[config.mk]
export PLATFORM = sky130hd
export DESIGN_NAME = tlik_queue
export DESIGN_NICKNAME = d
export VERILOG_FILES = /design/src/design/tlik_pkg.sv /design/src/design/tlik_queue.sv
export VERILOG_INCLUDE_DIRS = /design/src /design/src/design
export SDC_FILE = /design/constraint.sdc
export NUM_CORES = 1
export LEC_CHECK = 0
export BUFFER_PORTS_ARGS = -buffer_cell sky130_fd_sc_hd__buf_2
export CELL_PAD_IN_SITES_DETAIL_PLACEMENT = 1
export CELL_PAD_IN_SITES_GLOBAL_PLACEMENT = 1
export CORE_MARGIN = 4
export CORE_UTILIZATION = 50
export DETAILED_ROUTE_END_ITERATION = 8
export PLACE_DENSITY = 0.9
export SYNTH_ARGS = -nofsm -noshare
export SYNTH_HDL_FRONTEND = slang
export SYNTH_SLANG_ARGS = --single-unit
export TNS_END_PERCENT = 50
[constraint.sdc]
create_clock -name clk -period 8 [get_ports clk]
set_input_delay 1.6 -clock clk [delete_from_list [all_inputs] [get_ports clk]]
set_output_delay 1.6 -clock clk [all_outputs]
set_load 0.1 [all_outputs]
[src/design/two_link_leg_inverse_kinematics_assert.svh]
// Assertion macros for the leg inverse kinematics RTL (used by the queue).
`ifndef TWO_LINK_LEG_INVERSE_KINEMATICS_ASSERT_SVH
`define TWO_LINK_LEG_INVERSE_KINEMATICS_ASSERT_SVH

`ifndef SYNTH
`define TLIK_ASSERT(label, clk, rst_n, prop, msg) \
  label: assert property (@(posedge clk) disable iff (!rst_n) prop) else $error(msg);
`define TLIK_ASSERT_ALWAYS(label, clk, prop, msg) \
  label: assert property (@(posedge clk) prop) else $error(msg);
`else
`define TLIK_ASSERT(label, clk, rst_n, prop, msg)
`define TLIK_ASSERT_ALWAYS(label, clk, prop, msg)
`endif

`endif

[src/design/tlik_pkg.sv]
// Shared types, constants and helpers of the leg inverse kinematics block.
package tlik_pkg;

  localparam int CORDIC_ITERATIONS = 16;
  localparam int ATAN_LEN          = 24;
  localparam int CORDIC_STAGES     = (CORDIC_ITERATIONS < ATAN_LEN) ? CORDIC_ITERATIONS
                                                                    : ATAN_LEN;
  localparam int NORM_STAGES       = 6;
  localparam int CORDIC_LAT        = 1 + NORM_STAGES + CORDIC_STAGES;
  localparam int SQRT_STAGES       = 32;
  localparam int BACK_LAT          = SQRT_STAGES + CORDIC_LAT;
  localparam int QDEPTH            = 4;

  localparam int CW = 45;  // CORDIC datapath width
  localparam int AW = 20;  // Q16 angle width

  localparam logic [15:0] UPPER_RESET = 16'd7871;
  localparam logic [15:0] LOWER_RESET = 16'd5046;

  localparam logic REG_UPPER = 1'b0;
  localparam logic REG_LOWER = 1'b1;

  localparam logic signed [AW-1:0] PI_Q16 = 20'sd205887;

  localparam logic signed [AW-1:0] ATAN_Q16 [ATAN_LEN] = '{
    20'sd51472, 20'sd30386, 20'sd16055, 20'sd8150, 20'sd4091, 20'sd2047,
    20'sd1024, 20'sd512, 20'sd256, 20'sd128, 20'sd64, 20'sd32,
    20'sd16, 20'sd8, 20'sd4, 20'sd2, 20'sd1, 20'sd0,
    20'sd0, 20'sd0, 20'sd0, 20'sd0, 20'sd0, 20'sd0
  };

  // one beat between front and back
  typedef struct packed {
    logic                reach;
    logic [63:0]         pq;
    logic signed [37:0]  n_knee;
    logic signed [37:0]  n_hip;
    logic [35:0]         yz2;
    logic signed [17:0]  x;
    logic signed [17:0]  y;
    logic signed [17:0]  z;
  } mid_t;

  // Q16 -> Q13, round by +4 then floor shift, saturate
  function automatic logic signed [15:0] to_q13(input logic signed [20:0] v);
    logic signed [21:0] t;
    logic signed [18:0] s;
    t = 22'(v) + 22'sd4;
    s = 19'(t >>> 3);
    if (s > 19'sd32767)
      return 16'sh7fff;
    else if (s < -19'sd32768)
      return 16'sh8000;
    else
      return s[15:0];
  endfunction

endpackage

[src/design/tlik_queue.sv]
// Short FIFO between front and back ends.
`include "two_link_leg_inverse_kinematics_assert.svh"
module tlik_queue (
  input  logic            clk,
  input  logic            rst_n,
  input  logic            push,
  input  tlik_pkg::mid_t  push_data,
  output logic            full,
  input  logic            pop,
  output tlik_pkg::mid_t  head,
  output logic            empty
);

  localparam int D  = tlik_pkg::QDEPTH;
  localparam int PW = $clog2(D);
  localparam int CNW = $clog2(D + 1);

  tlik_pkg::mid_t mem_r [D];
  logic [PW-1:0]  wr_r, rd_r;
  logic [CNW-1:0] cnt_r;

  assign full  = (cnt_r == CNW'(D));
  assign empty = (cnt_r == '0);
  assign head  = mem_r[rd_r];

  always_ff @(posedge clk) begin
    if (!rst_n) begin
      wr_r  <= '0;
      rd_r  <= '0;
      cnt_r <= '0;
    end else begin
      if (push) wr_r <= PW'((32'(wr_r) + 1) % D);
      if (pop)  rd_r <= PW'((32'(rd_r) + 1) % D);
      cnt_r <= CNW'(32'(cnt_r) + 32'(push) - 32'(pop));
    end
  end

  always_ff @(posedge clk) begin
    if (push) mem_r[wr_r] <= push_data;
  end

  `TLIK_ASSERT(a_no_push_full, clk, rst_n, push |-> !full, "push into full queue")
  `TLIK_ASSERT(a_no_pop_empty, clk, rst_n, pop |-> !empty, "pop from empty queue")
  `TLIK_ASSERT(a_cnt_bound, clk, rst_n, cnt_r <= CNW'(D), "queue count out of range")
  `TLIK_ASSERT(a_cnt_track, clk, rst_n, ##1 cnt_r == CNW'(32'($past(cnt_r)) + 32'($past(push)) - 32'($past(pop))), "queue count lost a beat")

endmodule

* Word-level counts from Yosys, hierarchy flattened
Memories as Yosys holds them, arrays and structs flattened. A register that Yosys moved wholly into a read port is not among the register bits.
Index checks and enable logic that the tools add are counted.
** Operators by class
- Add/sub/neg operators :: 4
- Reductions and logical operators :: 1
- Multiplexer cells :: 4
- Equality and inequality tests :: 1
** Operators by type and width (count)
- adder 2 x 1 -> 2 bit, second input constant :: 2
- 2-to-1 mux 2 bit :: 2
- adder 3 x 1 -> 3 bit :: 1
- == test 3 bit, second input constant :: 1
- logical NOT 3 bit :: 1
- subtractor 3 x 1 -> 3 bit :: 1
- 2-to-1 mux 1 bit :: 2
** Word-level totals
- Output and inout port bits :: 233
- Register bits :: 7
- Logic and storage cells :: 14
- Memory bits (writable) :: 924
- Input bits :: 235
- Memories kept :: 1
** Memories
- mem_r :: depth 4, bits a word 231, read ports 1, clocked after Yosys merged registers in 1, write ports 1, line tlik_queue.sv:18 : tlik_pkg::mid_t mem_r [D];

* Logic depth before layout (Yosys ltp)
- Word-level depth :: 3
- Mapped depth :: 7
- Gate-level depth less buffers :: 7

* Least setup slack after synthesis
No wires, ideal clock.
- Kind :: in2reg
- Start :: input push
- End :: memory mem_r[0][0] (netlist name) (enable)
- Library setup time :: 0.620 ns
- Data required time :: 7.380 ns
- Arrival :: 6.829 ns
- Cell stages on the path :: 1
- Buffers on the path :: 0
- Path slack :: 0.552 ns
- Path through :: and2_1
** On the way
- Cells in the longest elaborated chain, start to end :: 2
** Ends and longest elaborated chain
- start: declaration :: line tlik_queue.sv:6 : input logic push,
- 2-to-1 mux 1 bit :: line tlik_queue.sv:39 : if (push) mem_r[wr_r] <= push_data;
- 2-to-1 mux 1 bit (implied by the code) :: line tlik_queue.sv:39
- end: declaration :: line tlik_queue.sv:18
No other way between the ends.

==> flow_summary.ini <==
[worst_setup_path]
cp_num_buf_inv = 2
crit_chain = buf_4, mux4_2, buf_2
arrival_ps = 3310
cp_num_cells = 3
end_kind = output pin
cp_slowest_cell = buf_4
crit_type = reg -> out
critical-path-top-delay-family = buffers and inverters
slowest_delay_ps = 850
cp-start-kind = register
required_ps = 6400
critical_path.max_fanout = 71
crit_path_end = head[164]
reg2reg_depth = 4
r2r-end = mem_r[0][192]
rrSetupSlack_ps = 5300
r2r_start = wr_r[0]

[timing]
worst_pin_slew_ps = 1110
finClkSkew_ps = 22.8
setup_viol = 0
tns_ps = 0
relSlewSlack_pct = 26.0
period_share_pct = 61.3
fin_ws_ps = 3090
timing.fmax_mhz = 204
hold_viol_final = 0
period_needed_ps = 4910
rsz0062_at_grt = no
slew_viol_final = 0

[clocking]
ctsLongestPathBuffers = 3
clkSinkCount = 933
cts_inserted_buffers = 92
cts.root.buffer_cell = clkbuf_16
clkLatencyLatePin_ps = 640
cts.repair.resized = 0
cts_tree = built
holdBufCountCts = 0
cts_max_level = 3
clk_pin_slew_ps = 60
post-cts-setup-buffer-count = 0

[floorplan]
rows = 95
core_area_um2 = 67000
die_x_um = 268
dieArea_um2 = 71800
die_h_um = 268
ios = 468
initial_core_util_pct = 50.4

[logic_synthesis]
synth_ff_type = edfxtp_1
synth_nets = 1492
postSynthCellCount = 1250
synth-seq-area-share_pct = 82.7
async_flop_share_pct = 0
yosysWarnings = 0
synth_area_um2 = 33800
ys_ff_latch = 933
synth_cell_type_count = 19
syn_area_per_cell_um2 = 27.0
synth_edf_count = 924

[run_status]
outcome = finished, final reports clean

[pwr]
leakage_nw = 13.3
vdd_drop_max_uv = 240
powerDensity_nw_per_um2 = 302

[place]
dp_hpwl_um = 47300
placed_cells = 2550
portBuffers = 467
pre_cts_ws_ps = 3730
place.gp.congestion = 0.746

[hold_path]
min_path_type = reg -> reg

[global_routing]
grt_pass1_vias = 16900
grt_overflow = 0
grtUsageTotal_pct = 20.9
grt_pass1_wl_um = 111000
grt_max_degree = 128
antenna_found_initial = 28

[finish]
drive_above_1_share_pct = 45.8
fin_nets = 2013
syn2layout_area_growth_pct = 18.4
fin_cells = 2739

[drt]
wl_um = 75300
vias = 15200
drt_iter0_drc = 1232
remaining_drc_errors = 0
wl_per_cell_um = 27.5
avgViaCountPerCell = 5.56
drtAntennaViolNets = 0
first_pass_iters = 5

[flow_run]
cap_violations = 0
==> power breakdown <==
part           internal (mW)  switching [mW]  total, mW  leakage, nW
registers               5.63          0.0751       5.70         8.56
clock network           2.40            1.76       4.16         1.44
logic                  0.439            1.77       2.21         3.33
==> how the worst min path moves through the flow <==
stage	to	slack, ps	startpoint	cells after the start
floorplan	register	500	rd_r[1]	2
global placement	register	520	rd_r[1]	2
detailed placement	register	560	rd_r[1]	2
CTS	register	580	rd_r[1]	2
global route	register	610	rd_r[0]	2
finish	register	580	rd_r[1]	2
==> synthesized netlist by cell type (2+ instances only) <==
library cell / n / area share [%]
dfxtp_1: 9 / 0.53
inv_1: 7 / 0.078
xnor2_1: 2 / 0.052
buf_2: 25 / 0.37
mux4_2: 231 / 15
nor2_1: 5 / 0.056
edfxtp_1: 924 / 82
ha_1: 6 / 0.22
clkbuf_1: 5 / 0.056
and2_1: 6 / 0.11
buf_6: 22 / 0.73
==> flip-flops by register name, summed over array words and instances, names as in the netlist, named ones only <==
name,flops
mem_r,924
cnt_r,3
wr_r,2
rd_r,2
==> layer usage <==
metal / GRT usage (%) / vias up / share of wire, %
met1: 25.5 / 8037 / 36
met2: 36.7 / 545 / 54
met4: 5.67 / 24 / 2.0
met3: 6.41 / 120 / 7.4
li1: - / 6512 / -
met5: 0 / - / 0.20
==> layout make-up <==
type,count,area (um2)
antenna,20,50.0
timing repair buffer,479,2510
clock inverter,52,507
fill,5603,27000
tap,873,1090
sequential,933,27900
clock buffer,117,2440
inverter,7,26.3
multi-input combinational,258,5450
==> logic make-up (layout without fill, tap and decap cells) <==
family | count (synthesis) | count (layout) | synth area share (%)
buf+inv | 59 | 655 | 1.24
fa+ha+maj | 7 | 7 | 0.281
flops | 933 | 933 | 82.7
other cells | 0 | 20 | 0
compound gates | 2 | 2 | 0.0444
xor+xnor | 3 | 3 | 0.122
simple gates | 14 | 14 | 0.222
mux | 232 | 232 | 15.4
==> per-stage QoR <==
step / hold WS [ps] / total power, mW / util, % / instance area (um2)
5_1_grt: 608 / 12.5 / 59.7 / 40000
6_report: 582 / 12.1 / 59.7 / 40000
3_5_place_dp: 562 / 8.03 / 55.2 / 37000
4_1_cts: 581 / 12.2 / 59.6 / 40000
3_3_place_gp: 522 / 7.96 / 55.2 / 37000
2_1_floorplan: 499 / 7.63 / - / 33800
==> worst register-to-register path, stage by stage (launching register included) <==
cell and delay (ps):
dfxtp_1 350, inv_1 120, ha_1 180, and2_4 710, buf_12 620
==> layout by cell type, fill, tap and decap left out, types with 2 or more instances in the layout <==
master        n
dfxtp_1       7
buf_2       467
xnor2_1       2
edfxtp_1    924
and2_1        2
clkinvlp_4    2
clkbuf_1     23
dfxtp_4       2
clkinv_1     17
inv_1         7
and2_4        4
mux4_2      231
diode_2      20
buf_4         5
clkinv_16     2
ha_1          6
clkinv_2     19
buf_12        7
bufinv_16     7
clkinv_4      2
clkbuf_16    94
nor2_1        5
(Power assumes the default switching activity.)
